File: src/design/hashed_trie_symbol_interner_defines.svh
// Assertion macros shared by the hashed trie symbol interner RTL.
// Depends on nothing; asserting modules must have clk and rst_n in scope.
`ifndef HASHED_TRIE_SYMBOL_INTERNER_DEFINES_SVH
`define HASHED_TRIE_SYMBOL_INTERNER_DEFINES_SVH
`ifndef ASSERT_OFF
`define HTSI_ASSERT(lbl, prop, msg) \
    lbl: assert property (@(posedge clk) disable iff (!rst_n) prop) else $error(msg);
`define HTSI_ASSERT_ALWAYS(lbl, prop, msg) \
    lbl: assert property (@(posedge clk) prop) else $error(msg);
`else
`define HTSI_ASSERT(lbl, prop, msg)
`define HTSI_ASSERT_ALWAYS(lbl, prop, msg)
`endif
`endif

File: src/design/htsi_pkg.sv
// Types, constants and the microcode program of the hashed trie symbol interner.
// Depends on nothing.
package htsi_pkg;

    localparam int TABLE_DEPTH_DEF = 4096;
    localparam int CHAR_W          = 8;
    localparam int NODE_W          = 12;
    localparam int LEN_W           = 9;
    localparam int SIZE_W          = 13;
    localparam int PROD_W          = 2 * CHAR_W;
    localparam int DIV_W           = PROD_W + 1;
    localparam int PC_W            = 5;

    localparam logic [SIZE_W-1:0] SIZE_RESET = 13'h821;
    localparam logic [SIZE_W-1:0] SIZE_MIN   = 13'd3;
    localparam logic [CHAR_W-1:0] ROOT_CHAR  = 8'h3F;
    localparam logic [LEN_W-1:0]  LEN_MAX    = 9'd511;

    localparam logic CMD_INTERN = 1'b0;
    localparam logic CMD_CLEAR  = 1'b1;

    typedef struct packed {
        logic              command;
        logic [CHAR_W-1:0] ch;
        logic              first;
    } item_t;

    typedef struct packed {
        logic [NODE_W-1:0] node;
        logic [LEN_W-1:0]  prefix_length;
        logic              inserted;
        logic              overflow;
    } result_t;

    typedef enum logic [3:0] {
        ACT_NONE,
        ACT_LATCH,
        ACT_BEGIN,
        ACT_MUL,
        ACT_SAVE_STEP,
        ACT_SAVE_HOME,
        ACT_READ,
        ACT_ADVANCE,
        ACT_INSERT,
        ACT_ACCEPT_NODE,
        ACT_SET_OVF,
        ACT_EMIT,
        ACT_CLR_INIT,
        ACT_CLR_WRITE
    } act_t;

    typedef enum logic [3:0] {
        C_NEVER,
        C_ALWAYS,
        C_NO_START,
        C_IS_CLEAR,
        C_SKIP,
        C_MOD_BUSY,
        C_HIT,
        C_EMPTY,
        C_NEXT_HOME,
        C_CLR_MORE
    } cond_t;

    typedef struct packed {
        act_t            act;
        cond_t           cond;
        logic [PC_W-1:0] target;
    } ucode_t;

    typedef struct packed {
        logic start;
        logic is_clear;
        logic skip;
        logic mod_busy;
        logic hit;
        logic empty;
        logic next_home;
        logic clr_more;
    } flags_t;

    localparam logic [PC_W-1:0] S_IDLE        = 5'd0;
    localparam logic [PC_W-1:0] S_DISPATCH    = 5'd1;
    localparam logic [PC_W-1:0] S_MUL         = 5'd2;
    localparam logic [PC_W-1:0] S_WAIT_STEP   = 5'd3;
    localparam logic [PC_W-1:0] S_STEP        = 5'd4;
    localparam logic [PC_W-1:0] S_WAIT_HOME   = 5'd5;
    localparam logic [PC_W-1:0] S_HOME        = 5'd6;
    localparam logic [PC_W-1:0] S_READ        = 5'd7;
    localparam logic [PC_W-1:0] S_CHECK       = 5'd8;
    localparam logic [PC_W-1:0] S_CHECK_EMPTY = 5'd9;
    localparam logic [PC_W-1:0] S_ADVANCE     = 5'd10;
    localparam logic [PC_W-1:0] S_REREAD      = 5'd11;
    localparam logic [PC_W-1:0] S_INSERT      = 5'd12;
    localparam logic [PC_W-1:0] S_FOUND       = 5'd13;
    localparam logic [PC_W-1:0] S_OVF         = 5'd14;
    localparam logic [PC_W-1:0] S_EMIT        = 5'd15;
    localparam logic [PC_W-1:0] S_CLR_INIT    = 5'd16;
    localparam logic [PC_W-1:0] S_CLR_LOOP    = 5'd17;
    localparam logic [PC_W-1:0] S_CLR_DONE    = 5'd18;
    localparam logic [PC_W-1:0] S_RST_INIT    = 5'd19;
    localparam logic [PC_W-1:0] S_RST_LOOP    = 5'd20;
    localparam logic [PC_W-1:0] S_RST_DONE    = 5'd21;

    function automatic ucode_t ucode_rom(input logic [PC_W-1:0] pc);
        ucode_t w;
        w = '{act: ACT_NONE, cond: C_ALWAYS, target: S_IDLE};
        unique case (pc)
            S_IDLE:        w = '{act: ACT_LATCH,       cond: C_NO_START,  target: S_IDLE};
            S_DISPATCH:    w = '{act: ACT_BEGIN,       cond: C_IS_CLEAR,  target: S_CLR_INIT};
            S_MUL:         w = '{act: ACT_MUL,         cond: C_SKIP,      target: S_EMIT};
            S_WAIT_STEP:   w = '{act: ACT_NONE,        cond: C_MOD_BUSY,  target: S_WAIT_STEP};
            S_STEP:        w = '{act: ACT_SAVE_STEP,   cond: C_NEVER,     target: S_IDLE};
            S_WAIT_HOME:   w = '{act: ACT_NONE,        cond: C_MOD_BUSY,  target: S_WAIT_HOME};
            S_HOME:        w = '{act: ACT_SAVE_HOME,   cond: C_NEVER,     target: S_IDLE};
            S_READ:        w = '{act: ACT_READ,        cond: C_NEVER,     target: S_IDLE};
            S_CHECK:       w = '{act: ACT_NONE,        cond: C_HIT,       target: S_FOUND};
            S_CHECK_EMPTY: w = '{act: ACT_NONE,        cond: C_EMPTY,     target: S_INSERT};
            S_ADVANCE:     w = '{act: ACT_ADVANCE,     cond: C_NEXT_HOME, target: S_OVF};
            S_REREAD:      w = '{act: ACT_READ,        cond: C_ALWAYS,    target: S_CHECK};
            S_INSERT:      w = '{act: ACT_INSERT,      cond: C_NEVER,     target: S_IDLE};
            S_FOUND:       w = '{act: ACT_ACCEPT_NODE, cond: C_ALWAYS,    target: S_EMIT};
            S_OVF:         w = '{act: ACT_SET_OVF,     cond: C_NEVER,     target: S_IDLE};
            S_EMIT:        w = '{act: ACT_EMIT,        cond: C_ALWAYS,    target: S_IDLE};
            S_CLR_INIT:    w = '{act: ACT_CLR_INIT,    cond: C_NEVER,     target: S_IDLE};
            S_CLR_LOOP:    w = '{act: ACT_CLR_WRITE,   cond: C_CLR_MORE,  target: S_CLR_LOOP};
            S_CLR_DONE:    w = '{act: ACT_NONE,        cond: C_ALWAYS,    target: S_EMIT};
            S_RST_INIT:    w = '{act: ACT_CLR_INIT,    cond: C_NEVER,     target: S_IDLE};
            S_RST_LOOP:    w = '{act: ACT_CLR_WRITE,   cond: C_CLR_MORE,  target: S_RST_LOOP};
            S_RST_DONE:    w = '{act: ACT_NONE,        cond: C_ALWAYS,    target: S_IDLE};
            default:       w = '{act: ACT_NONE,        cond: C_ALWAYS,    target: S_IDLE};
        endcase
        return w;
    endfunction

endpackage

File: src/design/htsi_seq.sv
// Microcode sequencer: step counter, control ROM and conditional jumps.
// Depends on htsi_pkg and hashed_trie_symbol_interner_defines.svh.
`include "hashed_trie_symbol_interner_defines.svh"
module htsi_seq
    import htsi_pkg::*;
(
    input  logic   clk,
    input  logic   rst_n,
    input  flags_t flags,
    output ucode_t ctrl,
    output logic   busy
);

    logic [PC_W-1:0] pc_reg, pc_next;
    logic            take;

    assign ctrl = ucode_rom(pc_reg);
    assign busy = (pc_reg != S_IDLE);

    always_comb
    begin
        unique case (ctrl.cond)
            C_NEVER:     take = 1'b0;
            C_ALWAYS:    take = 1'b1;
            C_NO_START:  take = !flags.start;
            C_IS_CLEAR:  take = flags.is_clear;
            C_SKIP:      take = flags.skip;
            C_MOD_BUSY:  take = flags.mod_busy;
            C_HIT:       take = flags.hit;
            C_EMPTY:     take = flags.empty;
            C_NEXT_HOME: take = flags.next_home;
            C_CLR_MORE:  take = flags.clr_more;
            default:     take = 1'b1;
        endcase
        pc_next = take ? ctrl.target : pc_reg + 1'b1;
    end

    always_ff @(posedge clk or negedge rst_n)
    begin
        if (!rst_n)
        begin
            pc_reg <= S_RST_INIT;
        end
        else
        begin
            pc_reg <= pc_next;
        end
    end

    `HTSI_ASSERT(a_accept_goes_busy, flags.start && !busy |=> busy, "accepted transaction did not start")
    `HTSI_ASSERT(a_emit_returns_idle, ctrl.act == ACT_EMIT |=> !busy, "no return to idle after result")
    `HTSI_ASSERT(a_clr_ends_in_emit, pc_reg == S_CLR_LOOP && !flags.clr_more |=> ctrl.act == ACT_EMIT || pc_reg == S_CLR_DONE, "clear pass did not finish")
    `HTSI_ASSERT_ALWAYS(a_idle_latches, !busy |-> ctrl.act == ACT_LATCH, "idle step does not latch input")

endmodule

File: config.mk
export PLATFORM = sky130hd
export DESIGN_NAME = htsi_seq
export DESIGN_NICKNAME = d
export VERILOG_FILES = /design/src/design/htsi_pkg.sv /design/src/design/htsi_seq.sv
export VERILOG_INCLUDE_DIRS = /design/src /design/src/design
export SDC_FILE = /design/constraint.sdc
export NUM_CORES = 1
export LEC_CHECK = 0
export ABC_AREA = 1
export BUFFER_PORTS_ARGS = -buffer_cell sky130_fd_sc_hd__buf_4
export CORE_UTILIZATION = 45
export CTS_CLUSTER_DIAMETER = 30
export DETAILED_ROUTE_END_ITERATION = 6
export PLACE_DENSITY = 0.83
export SYNTH_ARGS = -nofsm -noshare
export SYNTH_HDL_FRONTEND = slang
export SYNTH_SLANG_ARGS = --single-unit
File: constraint.sdc
create_clock -name clk -period 5.3 [get_ports clk]
set_input_delay 1.06 -clock clk [delete_from_list [all_inputs] [get_ports clk]]
set_output_delay 1.06 -clock clk [all_outputs]
set_load 0.05 [all_outputs]
==> metrics.txt <==
run status finished with violations; failing checks DRC; WS Path Type reg -> out; Antenna Violating Nets Remaining 0; number of setup buffers added after CTS 0; synth warn 0; I/O pin count 24; fill count 144; Die X 43.62 um; 1st-iter DRT viols 38; CTS tree built; commonest non-fill, non-tap cell in the layout nand2_1; largest net degree at the start of global routing 15; drt wl/cell 12.44 um; root cell of the clock tree clkbuf_4; Initial Utilization 50.00%; vias in the first global route 770; drt first pass iters 7; CP Capture Type primary output; DPL Wire Length 1650 um; syn_area_per_cell 6.389 um^2; Clock Skew 0.0004454 ns; antenna diode count 0; Slew Viols, Final 0; CP arrival 1.92 ns; slew margin rel. 68.59%; Die Ht 43.62 um; crit start category flop; CTS Buffer Depth 2; Tot GR Track Use 23.60%; max-cap violations 0; met2 WL post-DR 1002 um; required time worst endpoint 4.24 ns; DR WL met3 73 um; fmax 0.3350 GHz; Core ar. 0.001559 mm^2; layout cells sized above 1 29.25%; first-pass GRT wire length 3387 um; commonest cells after routing, fill and taps aside nand2_1 (37), buf_4 (23), inv_1 (15); drt total wl 2028 um; final hold viol count 0; I/O Buffers 23; routability cong. 0.9421; # DRC 1; DIE AREA 0.001903 mm^2; # hold bufs at CTS 0; Sum Neg Setup Slack 0 ns; Num CTS Buffers 3; H-Tree Level Count 1; post-synthesis sequential area ratio 16.53%; vias after detailed routing 887; clk slew on worst S/H paths 0.04 ns; Post-Syn Area 779.5 um^2; Largest register FFs 5; Worst-Skew Late Latency 0.23 ns; Max Fanout on Critical Path 7; final setup vio count 0; # rows 14; area grow syn2layout 26.48%; routed vias/inst 5.442; metal1 wirelength 952 um; final worst path period share 56.32%; dpl ws 2.602 ns; Reg2Reg Depth 12; total grt overflow 0; Seq cells post-synth 5; Yosys cell types 27; Setup WS post-layout 2.315 ns; crit path time final 2.985 ns; RSZ-0062 raised after global routing false; Least-Margin Pin Slew 0.4712 ns; Post-Syn Instances 122; highest routed layer met3; Net Count, Synth 137; # nets final 163; PostCTS Resize Cnt 0; hold crit path type in -> async; CTS Sinks 5; initial antenna violation count 0
-- worst paths after layout --
check | startpoint | to | slack, ns
setup / recovery | pc_reg[1] | ctrl[5] | 2.32
hold / removal | rst_n | pc_reg[3] | 0.62
setup reg to reg | pc_reg[1] | pc_reg[2] | 3.25
hold reg to reg | pc_reg[0] | pc_reg[3] | 0.74
max in group asynchronous | rst_n | pc_reg[4] | 4.49
min in group clk | pc_reg[0] | pc_reg[3] | 0.74
-- metal layers --
metal	global-route usage, %	vias to the layer above
met3	2.500	0
li1	-	459
met2	35.82	28
met1	34.11	400
met4	9.375	0
met5	0	-
-- stage by stage --
stage	instances	util [%]	hold WS [ns]	instance area [um^2]
after floorplan	122	-	0.6715	779.5
after global placement	159	61.56	0.7219	959.7
after detailed placement	159	61.56	0.7352	959.7
after CTS	163	63.24	0.6060	985.9
after global routing	163	63.24	0.6010	985.9
final	163	63.24	0.6153	985.9
-- cell families (layout without fill, tap and decap cells) --
logic type / after synthesis / in the layout / share of synthesized area (%)
AO/OA/AOI/OAI: 14 / 14 / 13.97
buffers and inverters: 20 / 45 / 10.27
adder cells (fa/ha/maj): 5 / 5 / 8.026
flip-flops: 5 / 5 / 16.53
XOR/XNOR: 3 / 3 / 3.371
AND/OR/NAND/NOR: 75 / 75 / 47.83
-- synthesized netlist by cell type --
cell / number / area (um^2)
nand3_1: 13 / 65.06
nand2_2: 1 / 6.260
nand3_2: 3 / 30.03
o2111ai_1: 1 / 8.760
buf_2: 1 / 5.000
dfstp_2: 3 / 78.83
nor2_1: 10 / 37.54
o21ai_0: 1 / 5.000
buf_4: 1 / 7.510
nand3_4: 1 / 17.52
nor2_2: 2 / 12.51
o22ai_1: 1 / 6.260
nor2_4: 1 / 11.26
o31ai_1: 1 / 7.510
inv_1: 15 / 56.30
o211ai_1: 6 / 45.04
nand2_1: 37 / 138.9
a31oi_1: 1 / 6.260
dfrtp_1: 2 / 50.05
inv_2: 3 / 11.26
ha_1: 5 / 62.56
o21ai_4: 1 / 16.27
nand2_4: 2 / 22.52
a21oi_1: 1 / 5.000
xor2_1: 3 / 26.28
o221ai_1: 1 / 8.760
nand4_1: 5 / 31.28
-- area by class of cell --
| type | instances | area (um^2) | area share, % |
|---|---|---|---|
| multi-input combinational | 97 | 570.5 | 57.87 |
| timing repair buffer | 23 | 172.7 | 17.51 |
| sequential | 5 | 128.9 | 13.07 |
| inverter | 18 | 67.56 | 6.853 |
| clock buffer | 4 | 26.28 | 2.665 |
| tap | 16 | 20.02 | 2.030 |
-- critical path, stage by stage, from the launching register on --
cell     delay, ns
dfstp_2       0.58
inv_1         0.14
ha_1          0.37
nor2_1        0.06
nand2_1       0.07
nand3_1       0.11
inv_1         0.14
buf_4         0.22
Power is left out: the tool's default activity adds up to more than one toggle a clock period on the data nets, which glitch-free logic cannot reach.
