--- config.mk ---
export PLATFORM = sky130hd
export DESIGN_NAME = htsi_ram
export DESIGN_NICKNAME = d
export VERILOG_FILES = /design/src/design/hashed_trie_symbol_interner_defines.svh /design/src/design/htsi_ram.sv
export SDC_FILE = /design/constraint.sdc
export NUM_CORES = 1
export LEC_CHECK = 0
export BUFFER_PORTS_ARGS = -buffer_cell sky130_fd_sc_hd__buf_2
export CAP_MARGIN = 20
export CORE_MARGIN = 2
export CORE_UTILIZATION = 40
export CTS_BUF_LIST = sky130_fd_sc_hd__clkbuf_4 sky130_fd_sc_hd__clkbuf_8
export DETAILED_ROUTE_END_ITERATION = 10
export SETUP_SLACK_MARGIN = 0.05
export SYNTH_ARGS = -nofsm -noshare
export SYNTH_HDL_FRONTEND = slang
export SYNTH_SLANG_ARGS = --single-unit
export TNS_END_PERCENT = 5
--- constraint.sdc ---
create_clock -name clk -period 2.44 [get_ports clk]
set_clock_uncertainty 0.05 [all_clocks]
set_input_delay 0.366 -clock clk [delete_from_list [all_inputs] [get_ports clk]]
set_output_delay 0.366 -clock clk [all_outputs]
set_load 0.01 [all_outputs]
--- src/design/hashed_trie_symbol_interner_defines.svh ---
// Assertion macros shared by the hashed trie symbol interner RTL.
// Depends on nothing; asserting modules must have clk and rst_n in scope.
`ifndef HASHED_TRIE_SYMBOL_INTERNER_DEFINES_SVH
`define HASHED_TRIE_SYMBOL_INTERNER_DEFINES_SVH
`ifndef ASSERT_OFF
`define HTSI_ASSERT(lbl, prop, msg) \
    lbl: assert property (@(posedge clk) disable iff (!rst_n) prop) else $error(msg);
`define HTSI_ASSERT_ALWAYS(lbl, prop, msg) \
    lbl: assert property (@(posedge clk) prop) else $error(msg);
`else
`define HTSI_ASSERT(lbl, prop, msg)
`define HTSI_ASSERT_ALWAYS(lbl, prop, msg)
`endif
`endif

--- src/design/htsi_ram.sv ---
// Generic simple dual-port RAM with one write port and a registered read port.
// Depends on nothing.
module htsi_ram #(
    parameter int WIDTH = 8,
    parameter int DEPTH = 16
) (
    input  logic                     clk,
    input  logic                     wr_en,
    input  logic [$clog2(DEPTH)-1:0] wr_addr,
    input  logic [WIDTH-1:0]         wr_data,
    input  logic                     rd_en,
    input  logic [$clog2(DEPTH)-1:0] rd_addr,
    output logic [WIDTH-1:0]         rd_data
);

    logic [WIDTH-1:0] mem [DEPTH];

    always_ff @(posedge clk)
    begin
        if (wr_en)
        begin
            mem[wr_addr] <= wr_data;
        end
        if (rd_en)
        begin
            rd_data <= mem[rd_addr];
        end
    end

endmodule

==> summary.txt, run 1 <==
Status
  – Status: finished clean

Die
  – CORE AREA: 12,700 µm²
  – Chip Height: approximately 120 µm
  – Num ports: 27
  – Die ar.: 14,000 µm²
  – DIE WIDTH: between 100 and 150 µm
  – Starting Density: between 40% and 50%
  – Num rows: 41

Place
  – HPWL Detailed: ~6.8 mm
  – Port Buffers: 26
  – Pre-CTS WS: between 0.2 and 0.3 ns
  – GPL Wtd Cong: about 0.76

Global route
  – Antenna violations before repair: 0
  – First-pass GRT wire length: between 15 and 20 mm
  – GRT Resource Usage Total: between 15 and 20%
  – Vias in the first global route: roughly 2,600
  – Largest net degree at the start of global routing: 33
  – Congestion Overflow GR: 0

STA
  – Unrepaired setup endpoints after global routing: false
  – Max-Slew Margin vs Limit: between 40 and 50%
  – Post-route minimum period: approximately 1.7 ns
  – Setup TNS: 0 ns
  – Final Max Tran Viols: 0
  – Max Fclk: roughly 0.59 GHz
  – Worst setup slack after layout: roughly 0.75 ns
  – Final hold violations: 0
  – Final period util: between 60% and 70%
  – Endpoints failing setup: 0
  – Slew @ Worst Pin: between 0.7 and 0.8 ns

Clocking
  – Clock buffer depth: 2
  – CTS tree: built
  – Clock root buffer: clkbuf_8
  – Post_cts resized: 0
  – CTS clock-pin slew for the worst setup and hold paths: roughly 0.070 ns
  – H-tree depth: 4
  – Clock Sinks: roughly 140
  – CTS buffer count: 17
  – Setup bufs post-CTS: 0
  – Hold buffer count at CTS: 0
  – Clock latency at the later pin of the worst-skew pair: ~0.43 ns

Drt
  – Post-DRT Antenna Nets: 0
  – Remaining DRCs: 0
  – Final WL: 10.5 mm
  – Wire per inst: ~22 µm
  – Drt first pass iters: 4
  – Via density: 5.27
  – Starting DRT DRC Count: 154
  – DR vias: between 2,000 and 2,500

Synth
  – Synthesized flop and latch total: ~140
  – Cell Area, Synth: between 5000 and 6000 µm²
  – Syn nets: between 200 and 250
  – Syn avg cell area: 22.8 µm²
  – Post-synthesis sequential area ratio: roughly four fifths
  – Ys Warns: 0
  – Unique cell type count in the Yosys netlist: 18
  – Cells after Synth: 229

Cells and area
  – Fillers: about 1,100
  – Antenna cells: 0
  – Fin util: 47.9%
  – Seq. cell area: between 4000 and 5000 µm²
  – Most common cell after layout, fill and taps aside: edfxtp_1
  – Syn-to-layout area delta: 16.0%
  – Multi-input gate area in the final layout: around 1100 µm²
  – Total Nets Final: ~300
  – Commonest non-fill, non-tap cells in the layout: 136 x edfxtp_1, 26 x buf_2, 18 x mux4_2, 18 x buf_4, 17 x clkbuf_8
  – Layout cell share with drive strength beyond 1: around a third

Power
  – Max IR drop VDD: between 0.0003 and 0.0004 V
  – P_leak: 2.02 nW
  – PD cells: 780 nW/µm²

Setup path
  – Worst path cell trace: buf_2 -> buf_12 -> mux4_2 -> a22oi_1 -> nand2_1
  – Crit Path Class: in2reg
  – Worst setup path end: rd_data[6]
  – Worst Path Max Fanout: 32
  – Crit path DAT: 1.79 ns
  – Critical R2R Capture: rd_data[6]
  – R2r startpoint: mem[11][6]
  – Slowest cell on the critical path: mux4_2
  – FF-to-FF path depth: 3
  – CP delay by family, top: multiplexers
  – Worst path bufs/invs: 2
  – Crit. Startpoint: rd_addr[0]
  – FF-to-FF setup slack: 0.76 ns
  – Crit end category: flop
  – Required time of the critical path: approximately 2.6 ns
  – Max incr delay on CP: ~0.53 ns
  – Startpoint types: input pin
  – Crit path depth: 5

Job
  – Max Cap Violations: 0

Hold path
  – Min-delay worst type: in2reg
-- registers in the layout, summed over array words and instances (netlist names) --
name     count
rd_data      8
mem        128
-- how the worst min path moves through the flow --
stage	from	to	slack, ns	cells past startpoint
finish	wr_data[7]	mem[5][7]	0.27	1
global route	wr_data[1]	mem[4][1]	0.25	1
CTS	wr_data[4]	mem[0][4]	0.25	1
detailed placement	mem[4][4]	rd_data[4]	0.69	3
global placement	mem[14][5]	rd_data[5]	0.68	3
floorplan	wr_data[0]	mem[0][0]	0.41	0
-- power by group --
| part | switching, mW | internal (mW) |
|---|---|---|
| Combinational | 0.143 | 0.103 |
| Sequential | 0.0158 | 2.63 |
| Clock | 0.815 | 1.02 |
-- logic make-up (layout without fill, tap and decap cells) --
kind of cell | count (synthesis) | after routing | synth area share (%)
multiplexers | 32 | 32 | 14.8
buffers and inverters | 10 | 78 | 1.65
flip-flops | 136 | 136 | 78.1
AND/OR/NAND/NOR | 35 | 35 | 3.14
AO/OA/AOI/OAI | 16 | 16 | 2.30
-- synth_stat cells --
library cell / number / share of area [%]
edfxtp_1: 136 / 78
mux4_1: 14 / 7.0
or3b_2: 1 / 0.17
buf_4: 1 / 0.14
buf_2: 3 / 0.29
nor2b_1: 1 / 0.12
and2_1: 1 / 0.12
mux4_2: 18 / 7.8
buf_6: 3 / 0.65
nor2_1: 13 / 0.93
nand3b_1: 2 / 0.29
nor3_1: 4 / 0.38
nand3_1: 1 / 0.096
nand2_1: 9 / 0.65
nand2b_1: 2 / 0.24
clkdlybuf4s25_2: 3 / 0.57
a22oi_1: 16 / 2.3
and2b_1: 1 / 0.14
-- layer usage --
| layer | global-route usage (%) | vias to the layer above | wire length, µm |
|---|---|---|---|
| li1 | - | 1088 | - |
| met1 | 22.0 | 1288 | 4580 |
| met2 | 25.0 | 84 | 5120 |
| met3 | 5.16 | 13 | 652 |
| met4 | 6.33 | 0 | 144 |
| met5 | 0 | - | 0 |
-- layout make-up --
type                            instances  share of cell area [%]
Sequential cell                       136                    67.3
Multi-Input combinational cell         83                    17.4
Timing Repair Buffer                   46                    5.03
Clock buffer                           19                    4.10
Tap cell                              172                    3.55
Clock inverter                         13                    2.56
-- metrics by stage --
step	cells	area (µm²)	hold WS [ns]	total power, mW
3_3_place_gp	437	5660	0.681	2.94
3_5_place_dp	437	5660	0.695	2.95
4_1_cts	469	6070	0.245	4.78
2_1_floorplan	229	5230	0.415	2.83
6_report	469	6070	0.272	4.73
5_1_grt	469	6070	0.248	4.91
-- worst reg2reg max path, stage by stage, from the launching register on --
cell,delay [ns]
edfxtp_1,0.37
mux4_2,0.47
a22oi_1,0.41
nand2_1,0.12
Note: power is estimated with default switching activity, not from simulation.
==> inputs of run 2 (changes only) <==
- clock period: 2.44 -> 1.7 ns (I/O delays scaled with it)
==> run 2 against run 1 <==
  * Sequential share of layout area down 0.92 points
  * Hold slack worse by 0.12 ns
  * Register-to-register slack worse by 0.62 ns
  * Clock power grew 46%
  * Critical path depth shrank 2
  * Clock-buffer cell count decreased by 2
  * Sequential power increased by 43%
  * Non-clock buffer count is 8 higher
  * Via count fell by 0.61%
  * Combinational power is 48% higher
  * Routed wire length shrank 4.1%
  * Die area unchanged
  * Largest power group unchanged
==> summary.txt, run 2 (synthesized netlist as in run 1, its figures left out) <==
Status
  – Status: finished clean

Setup path
  – Critical R2R Capture: rd_data[3]
  – R2r startpoint: mem[5][3]
  – Max incr delay on CP: 0.55 ns (+0.02 ns)
  – Required time of the critical path: 1.83 ns (-0.72 ns)
  – Slowest cell on the critical path: mux4_1
  – Crit Path Class: reg2reg
  – Worst path cell trace: mux4_1 -> a22oi_1 -> nand2_1
  – Crit path DAT: 1.68 ns (-0.11 ns)
  – Crit end category: flop
  – FF-to-FF setup slack: 0.14 ns (-0.62 ns)
  – Startpoint types: flop
  – FF-to-FF path depth: 3 (unchanged)
  – Worst Path Max Fanout: 1 (-97%)

Die
  – DIE WIDTH: 118 µm (unchanged)
  – Chip Height: 118 µm (unchanged)
  – Starting Density: 41.3% (unchanged)
  – Num rows: 41 (unchanged)
  – Num ports: 27 (unchanged)
  – CORE AREA: 12,700 µm² (unchanged)
  – Die ar.: 14,000 µm² (unchanged)

Place
  – Post-DP Area: 5740 µm² (+1.4%)
  – HPWL Detailed: 6.54 mm (-4.4%)
  – Placed Cells: 445 (+1.8%)
  – Pre-CTS WS: -0.154 ns (-0.443 ns)
  – Port Buffers: 26 (unchanged)
  – GPL Wtd Cong: 0.753 (-1.3%)

STA
  – Post-route minimum period: 1.56 ns
  – Final Max Tran Viols: 0 (unchanged)
  – Final hold violations: 0 (unchanged)
  – Hold WS: 0.148 ns (-0.123 ns)
  – Endpoints failing setup: 0 (unchanged)
  – Slew @ Worst Pin: 0.802 ns (+0.0354 ns)
  – Setup TNS: 0 ns (unchanged)
  – Max Fclk: about 0.64 GHz
  – Final period util: around 91%
  – Worst setup slack after layout: 0.145 ns (-0.610 ns)
  – Unrepaired setup endpoints after global routing: false
  – Max-Slew Margin vs Limit: 46.4% (-2.3 points)

Cells and area
  – Syn-to-layout area delta: 17.6%
  – Biggest register: mem
  – Total Nets Final: 311 (+2.6%)
  – Most common cell after layout, fill and taps aside: edfxtp_1
  – Max FFs per register: 128 (unchanged)
  – Biggest registers after layout: mem (128), rd_data (8)
  – Fillers: 1,043 (-3.1%)
  – Layout cell share with drive strength beyond 1: 34.8% (+2.8 points)
  – Finished Layout Cells: 477 (+1.7%)
  – Fin util: 48.5% (+0.66 points)
  – Commonest non-fill, non-tap cells in the layout: 136 x edfxtp_1, 26 x buf_2, 25 x buf_4, 18 x mux4_2, 17 x clkbuf_8
  – Post-route cell area: 6150 µm² (+1.4%)
  – Antenna cells: 0 (unchanged)

Drt
  – Post-DRT Antenna Nets: 0 (unchanged)
  – Via density: 5.15 (-2.3%)
  – Drt first pass iters: 4 (unchanged)
  – Wire per inst: 21.1 µm (-5.7%)
  – Remaining DRCs: 0 (unchanged)
  – Final WL: 10.1 mm (-4.1%)
  – DR vias: 2,458 (-0.61%)
  – Starting DRT DRC Count: 159 (+3.2%)

Clocking
  – Clock buffer depth: 2 (unchanged)
  – Clock root buffer: clkbuf_8
  – Post_cts resized: 0 (unchanged)
  – CTS buffer count: 17 (unchanged)
  – CTS clock-pin slew for the worst setup and hold paths: 0.08 ns (about the same)
  – CTS tree: built
  – Hold buffer count at CTS: 0 (unchanged)
  – Setup bufs post-CTS: 0 (unchanged)
  – Clock latency at the later pin of the worst-skew pair: 0.42 ns (about the same)
  – H-tree depth: 4 (unchanged)
  – Clock Sinks: 136 (unchanged)

Global route
  – Congestion Overflow GR: 0 (unchanged)
  – Largest net degree at the start of global routing: 20 (-39%)
  – First-pass GRT wire length: 15.2 mm (-5.7%)
  – GRT Resource Usage Total: 15.2% (-1.2 points)
  – Antenna violations before repair: 0 (unchanged)
  – Vias in the first global route: 2,535 (-1.1%)

Power
  – Total power draw: 6.83 mW (+44%)
  – P_leak: 2.07 nW (+2.8%)
  – PD cells: 1110 nW/µm² (+43%)
  – Max IR drop VDD: 0.000503 V (+66%)

Hold path
  – Min-delay worst type: in2reg
  – HP Start: rd_en
  – Hold depth: 1 (unchanged)
  – Worst Hold End: rd_data[0]

Job
  – Max Cap Violations: 0 (unchanged)
-- run 2: critical path: cells and delay by family (launching register included) --
kind | cells | cell delay, ns
AOI/OAI and AO/OA | 1 | 0.28
DFF | 1 | 0.36
muxes | 1 | 0.55
and+or+nand+nor | 1 | 0.08
-- run 2: worst max path at each step --
stage | from | endpoint | cells after the start
after detailed placement | rd_addr[0] | rd_data[2] | 5
after floorplan | rd_addr[0] | rd_data[1] | 5
after global routing | mem[1][2] | rd_data[2] | 3
after CTS | mem[5][3] | rd_data[3] | 3
final | mem[5][3] | rd_data[3] | 3
after global placement | rd_addr[0] | rd_data[3] | 5
-- run 2: layer usage --
| layer | share of wire, % | vias to the layer above | GRT usage [%] |
|---|---|---|---|
| li1 | - | 1104 | - |
| met1 | 45 | 1269 | 21.1 |
| met2 | 48 | 78 | 23.6 |
| met3 | 5.7 | 7 | 3.72 |
| met4 | 1.0 | 0 | 5.65 |
| met5 | 0 | - | 0 |
-- run 2: where the power goes --
group / switching, mW / internal [mW] / total, mW / leakage, nW
clock: 1.23 / 1.45 / 2.68 / 0.202
sequential: 0.0175 / 3.77 / 3.79 / 1.24
combinational: 0.206 / 0.158 / 0.364 / 0.636
-- run 2: final cells by class --
class                      instances  area [µm²]  area share, %
multi-input combinational         83        1060           17.3
timing repair buffer              54         378           6.14
tap                              172         215           3.50
clock inverter                    15         176           2.87
clock buffer                      17         234           3.80
sequential                       136        4080           66.4
