[config.mk]
export PLATFORM = sky130hd
export DESIGN_NAME = htsi_mod
export DESIGN_NICKNAME = d
export VERILOG_FILES = /design/src/design/hashed_trie_symbol_interner_defines.svh /design/src/design/htsi_pkg.sv /design/src/design/htsi_mod.sv
export SDC_FILE = /design/constraint.sdc
export NUM_CORES = 1
export LEC_CHECK = 0
export BUFFER_PORTS_ARGS = -buffer_cell sky130_fd_sc_hd__buf_2
export CORE_MARGIN = 2
export CORE_UTILIZATION = 35
export CTS_BUF_LIST = sky130_fd_sc_hd__clkbuf_8
export CTS_CLUSTER_SIZE = 14
export DETAILED_ROUTE_END_ITERATION = 8
export GPL_TIMING_DRIVEN = 0
export SLEW_MARGIN = 0
export SYNTH_ARGS = -nofsm -noshare
export SYNTH_HDL_FRONTEND = slang
export SYNTH_SLANG_ARGS = --single-unit
[constraint.sdc]
create_clock -name clk -period 3.2 [get_ports clk]
set_clock_uncertainty 0.15 [all_clocks]
set_input_delay 0.48 -clock clk [delete_from_list [all_inputs] [get_ports clk]]
set_output_delay 0.48 -clock clk [all_outputs]
set_load 0.05 [all_outputs]
[src/design/hashed_trie_symbol_interner_defines.svh]
// Assertion macros shared by the hashed trie symbol interner RTL.
// Depends on nothing; asserting modules must have clk and rst_n in scope.
`ifndef HASHED_TRIE_SYMBOL_INTERNER_DEFINES_SVH
`define HASHED_TRIE_SYMBOL_INTERNER_DEFINES_SVH
`ifndef ASSERT_OFF
`define HTSI_ASSERT(lbl, prop, msg) \
    lbl: assert property (@(posedge clk) disable iff (!rst_n) prop) else $error(msg);
`define HTSI_ASSERT_ALWAYS(lbl, prop, msg) \
    lbl: assert property (@(posedge clk) prop) else $error(msg);
`else
`define HTSI_ASSERT(lbl, prop, msg)
`define HTSI_ASSERT_ALWAYS(lbl, prop, msg)
`endif
`endif

[src/design/htsi_pkg.sv]
// Types, constants and the microcode program of the hashed trie symbol interner.
// Depends on nothing.
package htsi_pkg;

    localparam int TABLE_DEPTH_DEF = 4096;
    localparam int CHAR_W          = 8;
    localparam int NODE_W          = 12;
    localparam int LEN_W           = 9;
    localparam int SIZE_W          = 13;
    localparam int PROD_W          = 2 * CHAR_W;
    localparam int DIV_W           = PROD_W + 1;
    localparam int PC_W            = 5;

    localparam logic [SIZE_W-1:0] SIZE_RESET = 13'h821;
    localparam logic [SIZE_W-1:0] SIZE_MIN   = 13'd3;
    localparam logic [CHAR_W-1:0] ROOT_CHAR  = 8'h3F;
    localparam logic [LEN_W-1:0]  LEN_MAX    = 9'd511;

    localparam logic CMD_INTERN = 1'b0;
    localparam logic CMD_CLEAR  = 1'b1;

    typedef struct packed {
        logic              command;
        logic [CHAR_W-1:0] ch;
        logic              first;
    } item_t;

    typedef struct packed {
        logic [NODE_W-1:0] node;
        logic [LEN_W-1:0]  prefix_length;
        logic              inserted;
        logic              overflow;
    } result_t;

    typedef enum logic [3:0] {
        ACT_NONE,
        ACT_LATCH,
        ACT_BEGIN,
        ACT_MUL,
        ACT_SAVE_STEP,
        ACT_SAVE_HOME,
        ACT_READ,
        ACT_ADVANCE,
        ACT_INSERT,
        ACT_ACCEPT_NODE,
        ACT_SET_OVF,
        ACT_EMIT,
        ACT_CLR_INIT,
        ACT_CLR_WRITE
    } act_t;

    typedef enum logic [3:0] {
        C_NEVER,
        C_ALWAYS,
        C_NO_START,
        C_IS_CLEAR,
        C_SKIP,
        C_MOD_BUSY,
        C_HIT,
        C_EMPTY,
        C_NEXT_HOME,
        C_CLR_MORE
    } cond_t;

    typedef struct packed {
        act_t            act;
        cond_t           cond;
        logic [PC_W-1:0] target;
    } ucode_t;

    typedef struct packed {
        logic start;
        logic is_clear;
        logic skip;
        logic mod_busy;
        logic hit;
        logic empty;
        logic next_home;
        logic clr_more;
    } flags_t;

    localparam logic [PC_W-1:0] S_IDLE        = 5'd0;
    localparam logic [PC_W-1:0] S_DISPATCH    = 5'd1;
    localparam logic [PC_W-1:0] S_MUL         = 5'd2;
    localparam logic [PC_W-1:0] S_WAIT_STEP   = 5'd3;
    localparam logic [PC_W-1:0] S_STEP        = 5'd4;
    localparam logic [PC_W-1:0] S_WAIT_HOME   = 5'd5;
    localparam logic [PC_W-1:0] S_HOME        = 5'd6;
    localparam logic [PC_W-1:0] S_READ        = 5'd7;
    localparam logic [PC_W-1:0] S_CHECK       = 5'd8;
    localparam logic [PC_W-1:0] S_CHECK_EMPTY = 5'd9;
    localparam logic [PC_W-1:0] S_ADVANCE     = 5'd10;
    localparam logic [PC_W-1:0] S_REREAD      = 5'd11;
    localparam logic [PC_W-1:0] S_INSERT      = 5'd12;
    localparam logic [PC_W-1:0] S_FOUND       = 5'd13;
    localparam logic [PC_W-1:0] S_OVF         = 5'd14;
    localparam logic [PC_W-1:0] S_EMIT        = 5'd15;
    localparam logic [PC_W-1:0] S_CLR_INIT    = 5'd16;
    localparam logic [PC_W-1:0] S_CLR_LOOP    = 5'd17;
    localparam logic [PC_W-1:0] S_CLR_DONE    = 5'd18;
    localparam logic [PC_W-1:0] S_RST_INIT    = 5'd19;
    localparam logic [PC_W-1:0] S_RST_LOOP    = 5'd20;
    localparam logic [PC_W-1:0] S_RST_DONE    = 5'd21;

    function automatic ucode_t ucode_rom(input logic [PC_W-1:0] pc);
        ucode_t w;
        w = '{act: ACT_NONE, cond: C_ALWAYS, target: S_IDLE};
        unique case (pc)
            S_IDLE:        w = '{act: ACT_LATCH,       cond: C_NO_START,  target: S_IDLE};
            S_DISPATCH:    w = '{act: ACT_BEGIN,       cond: C_IS_CLEAR,  target: S_CLR_INIT};
            S_MUL:         w = '{act: ACT_MUL,         cond: C_SKIP,      target: S_EMIT};
            S_WAIT_STEP:   w = '{act: ACT_NONE,        cond: C_MOD_BUSY,  target: S_WAIT_STEP};
            S_STEP:        w = '{act: ACT_SAVE_STEP,   cond: C_NEVER,     target: S_IDLE};
            S_WAIT_HOME:   w = '{act: ACT_NONE,        cond: C_MOD_BUSY,  target: S_WAIT_HOME};
            S_HOME:        w = '{act: ACT_SAVE_HOME,   cond: C_NEVER,     target: S_IDLE};
            S_READ:        w = '{act: ACT_READ,        cond: C_NEVER,     target: S_IDLE};
            S_CHECK:       w = '{act: ACT_NONE,        cond: C_HIT,       target: S_FOUND};
            S_CHECK_EMPTY: w = '{act: ACT_NONE,        cond: C_EMPTY,     target: S_INSERT};
            S_ADVANCE:     w = '{act: ACT_ADVANCE,     cond: C_NEXT_HOME, target: S_OVF};
            S_REREAD:      w = '{act: ACT_READ,        cond: C_ALWAYS,    target: S_CHECK};
            S_INSERT:      w = '{act: ACT_INSERT,      cond: C_NEVER,     target: S_IDLE};
            S_FOUND:       w = '{act: ACT_ACCEPT_NODE, cond: C_ALWAYS,    target: S_EMIT};
            S_OVF:         w = '{act: ACT_SET_OVF,     cond: C_NEVER,     target: S_IDLE};
            S_EMIT:        w = '{act: ACT_EMIT,        cond: C_ALWAYS,    target: S_IDLE};
            S_CLR_INIT:    w = '{act: ACT_CLR_INIT,    cond: C_NEVER,     target: S_IDLE};
            S_CLR_LOOP:    w = '{act: ACT_CLR_WRITE,   cond: C_CLR_MORE,  target: S_CLR_LOOP};
            S_CLR_DONE:    w = '{act: ACT_NONE,        cond: C_ALWAYS,    target: S_EMIT};
            S_RST_INIT:    w = '{act: ACT_CLR_INIT,    cond: C_NEVER,     target: S_IDLE};
            S_RST_LOOP:    w = '{act: ACT_CLR_WRITE,   cond: C_CLR_MORE,  target: S_RST_LOOP};
            S_RST_DONE:    w = '{act: ACT_NONE,        cond: C_ALWAYS,    target: S_IDLE};
            default:       w = '{act: ACT_NONE,        cond: C_ALWAYS,    target: S_IDLE};
        endcase
        return w;
    endfunction

endpackage

[src/design/htsi_mod.sv]
// Bit-serial restoring remainder unit, one dividend bit per cycle.
// Depends on htsi_pkg.
module htsi_mod
    import htsi_pkg::*;
(
    input  logic              clk,
    input  logic              rst_n,
    input  logic              start,
    input  logic [DIV_W-1:0]  dividend,
    input  logic [SIZE_W-1:0] divisor,
    output logic              busy,
    output logic [SIZE_W-1:0] rem
);

    localparam int CNT_W = $clog2(DIV_W + 1);

    logic [CNT_W-1:0]  cnt_reg,  cnt_next;
    logic [DIV_W-1:0]  dvd_reg,  dvd_next;
    logic [SIZE_W-1:0] rem_reg,  rem_next;
    logic [SIZE_W:0]   shifted;
    logic [SIZE_W:0]   diff;

    always_comb
    begin
        shifted  = {rem_reg, dvd_reg[DIV_W-1]};
        diff     = shifted - {1'b0, divisor};
        cnt_next = cnt_reg;
        dvd_next = dvd_reg;
        rem_next = rem_reg;
        if (start)
        begin
            cnt_next = CNT_W'(DIV_W);
            dvd_next = dividend;
            rem_next = '0;
        end
        else if (cnt_reg != '0)
        begin
            cnt_next = cnt_reg - 1'b1;
            dvd_next = {dvd_reg[DIV_W-2:0], 1'b0};
            rem_next = (shifted >= {1'b0, divisor}) ? diff[SIZE_W-1:0] : shifted[SIZE_W-1:0];
        end
    end

    always_ff @(posedge clk or negedge rst_n)
    begin
        if (!rst_n)
        begin
            cnt_reg <= '0;
        end
        else
        begin
            cnt_reg <= cnt_next;
        end
    end

    always_ff @(posedge clk)
    begin
        dvd_reg <= dvd_next;
        rem_reg <= rem_next;
    end

    assign busy = (cnt_reg != '0);
    assign rem  = rem_reg;

endmodule

==> key figures <==
Route
  • Final ANT Viol Nets: 0
  • DR WL/cell: about 14 µm
  • DRT iter0 DRCs: 87
  • Via count: 1936
  • Total wire length: between 5000 and 6000 µm
  • Vias per cell: 5.16
  • Drt pass-1 iters: 4
  • # DRC: 0

Global route
  • Largest net degree at the start of global routing: 18
  • Grt ovf: 0
  • Initial antenna violation count: 0
  • Vias in the first global route: between 1500 and 2000
  • Overall Global Routing Usage: 0.159
  • First-pass GRT wire length: approximately 9300 µm

Critical path
  • Required @ worst endpoint: between 2000 and 3000 ps
  • Startpoint Class: flop
  • R2R Setup Slk: 520 ps
  • Depth of the worst register-to-register path: 6
  • Crit end category: primary output
  • Crit path max fanout: 10
  • WS Path Type: reg -> out
  • FF-to-FF Start: cnt_reg[0]
  • R2R Path End: dvd_reg[10]
  • Arr. time, crit path: about 2200 ps

Min path
  • Hold WC Path Type: in -> reg
  • Hold path depth: 2
  • Min-delay src: dividend[0]
  • Min-Delay Endpoint: dvd_reg[0]

STA
  • Final hold violation count: 0
  • Final period utilization: 0.876
  • Max-slew headroom: 0.580
  • Max-slew violations: 0
  • Setup TNS: 0 ps
  • Worst hold margin: 321 ps
  • RSZ-0062 raised after global routing: no
  • Fin crit period: between 2000 and 3000 ps
  • Final setup violation count: 0
  • Achievable frequency: between 300 and 400 MHz
  • Worst slew pin tran: around 620 ps

Synth
  • Synth cell types: 47
  • Register area share after synthesis: 0.391
  • Dominant cell type by area after synthesis: edfxtp_1
  • Warnings, synthesis: 0
  • Cells after Synth: 244
  • Synth top area cells: edfxtp_1 (22%), dfxtp_1 (11%), ha_1 (8.2%)
  • Ys flop type: edfxtp_1
  • Avg Inst Size Synth: around 9.4 µm²
  • Commonest cells post-synth: nor2_1 (27), nand2_1 (19), inv_1 (18), edfxtp_1 (17), mux2_2 (16)
  • Async set-reset flop share out of synthesis: 0.143
  • Flops & latches, synth: 35
  • Most common cell in the netlist: nor2_1
  • Top-area cell type share of the netlist area: 0.223
  • Net count after synthesis: approximately 300
  • Post-synth EDFFs: 17
  • Mapped cell area: ~2300 µm²

Die
  • CORE AREA: about 6300 µm²
  • Die height: approximately 85 µm
  • Die width: approximately 85 µm
  • Starting Density: 0.361
  • Die Area: roughly 7000 µm²
  • Site row count: 29
  • Ports: between 40 and 50

Clock tree
  • CTS Buf Count: 5
  • CTS Root Cell: clkbuf_8
  • Clock tree sinks: 35
  • Worst-skew pair later-pin latency: 280 ps
  • Max clock buf depth: 2
  • CTS tree: done
  • H-tree levels: 2
  • CTS clock-pin slew for the worst setup and hold paths: roughly 80 ps

Placed design
  • Port bufs: 45
  • DP HPWL: a little under 4000 µm
  • Placer Congestion: approximately 0.84

Final layout
  • Net count, final: 346
  • Synthesis-to-finish area growth: 18.4%
  • Ant diodes: 0
  • Ratio of cells with drive above 1 in the final layout: 0.272
  • Max FFs per register: 17

Pwr
  • PwrDens: 777 nW/µm²
  • Lkg Pwr: between 1 and 1.5 nW
  • IR drop worst, VDD: about 0.42 mV
  • PnR Total Power: around 2.1 mW

Run
  • # Max-Cap Violations: 0

Outcome
  • Status: complete, no violations
==> final cells by class <==
cell class / count / area, µm²
timing repair buffer: 46 / 235
tap: 77 / 96.3
clock inverter: 3 / 16.3
multi-input combinational: 181 / 1280
buffer: 10 / 46.3
inverter: 18 / 67.6
fill: 634 / 3640
sequential: 35 / 896
clock buffer: 5 / 68.8
==> cell usage in the layout, fill, tap and decap left out, types with 2 or more instances in the layout <==
master and count:
dfrtp_1 5, buf_2 45, mux2_2 16, o21ai_0 10, a211oi_2 2, xnor2_1 4, clkbuf_8 5, nor4_1 8
a21o_1 3, nand2_1 19, a21oi_2 2, o21a_1 2, edfxtp_1 17, nand4_1 2, o31ai_1 2, a21oi_1 13
nor2_1 27, clkbuf_1 7, dfxtp_1 13, buf_4 2, nand3_1 2, o31a_1 2, nand2b_1 6, a211oi_1 3
a311oi_1 3, ha_1 15, nor3_1 13, inv_1 19, xor2_1 4, nor2b_1 2, o21bai_1 2
==> kinds of logic (layout without fill, tap and decap cells) <==
logic type               Yosys count  after routing  synth area share
AND/OR/NAND/NOR                   90             90             0.203
AO/OA/AOI/OAI                     51             51             0.156
flip-flops                        35             35             0.391
buffers and inverters             28             82            0.0492
XOR/XNOR                           8              8            0.0306
adder cells (fa/ha/maj)           16             16            0.0907
multiplexers                      16             16            0.0787
==> per-layer routing <==
metal  vias to the layer above  track usage  part of all wire
met5                         -            0                 0
met4                         0       0.0346            0.0087
met3                         6       0.0253             0.025
met2                        26        0.253              0.45
met1                       910        0.228              0.51
li1                        994            -                 -
==> worst max-delay path by stage <==
| stage | start | end | cells after the start |
|---|---|---|---|
| after floorplan | rem[0] | rem[11] | 9 |
| after global placement | cnt_reg[0] | dvd_reg[10] | 6 |
| after detailed placement | cnt_reg[0] | dvd_reg[10] | 6 |
| after CTS | cnt_reg[0] | dvd_reg[11] | 6 |
| after global routing | cnt_reg[0] | busy | 6 |
| final | cnt_reg[0] | busy | 6 |
==> timing repair <==
action	4_1_cts	5_1_grt
gates resized for setup	1	2
cloned	0	0
hold buffers	1	0
pin swaps	0	0
endpoints found under the setup margin	8	17
hold endpoints to repair	5	0
setup buffers	0	0
==> power breakdown <==
part	switching, mW	leakage [nW]	total, mW	internal, mW
clock	0.171	0.0453	0.320	0.149
sequential	0.0762	0.349	0.649	0.573
combinational	0.727	0.805	1.14	0.410
==> through the flow <==
| step | worst slack (ps) | util | std cells | cell area [µm²] |
|---|---|---|---|---|
| after floorplan | 592 | - | 244 | 2290 |
| final | 398 | 0.427 | 375 | 2710 |
| after CTS | 251 | 0.427 | 375 | 2710 |
| after global routing | 201 | 0.427 | 375 | 2710 |
| after detailed placement | 3.70 | 0.411 | 366 | 2610 |
| after global placement | 63.9 | 0.411 | 366 | 2610 |
==> worst max-delay path: stages, from the launching register on <==
cell      delay [ps]
dfrtp_1          400
inv_1            100
ha_1             170
nor4b_1          420
inv_1            150
clkbuf_1         320
buf_2            310
(Power assumes the default switching activity.)
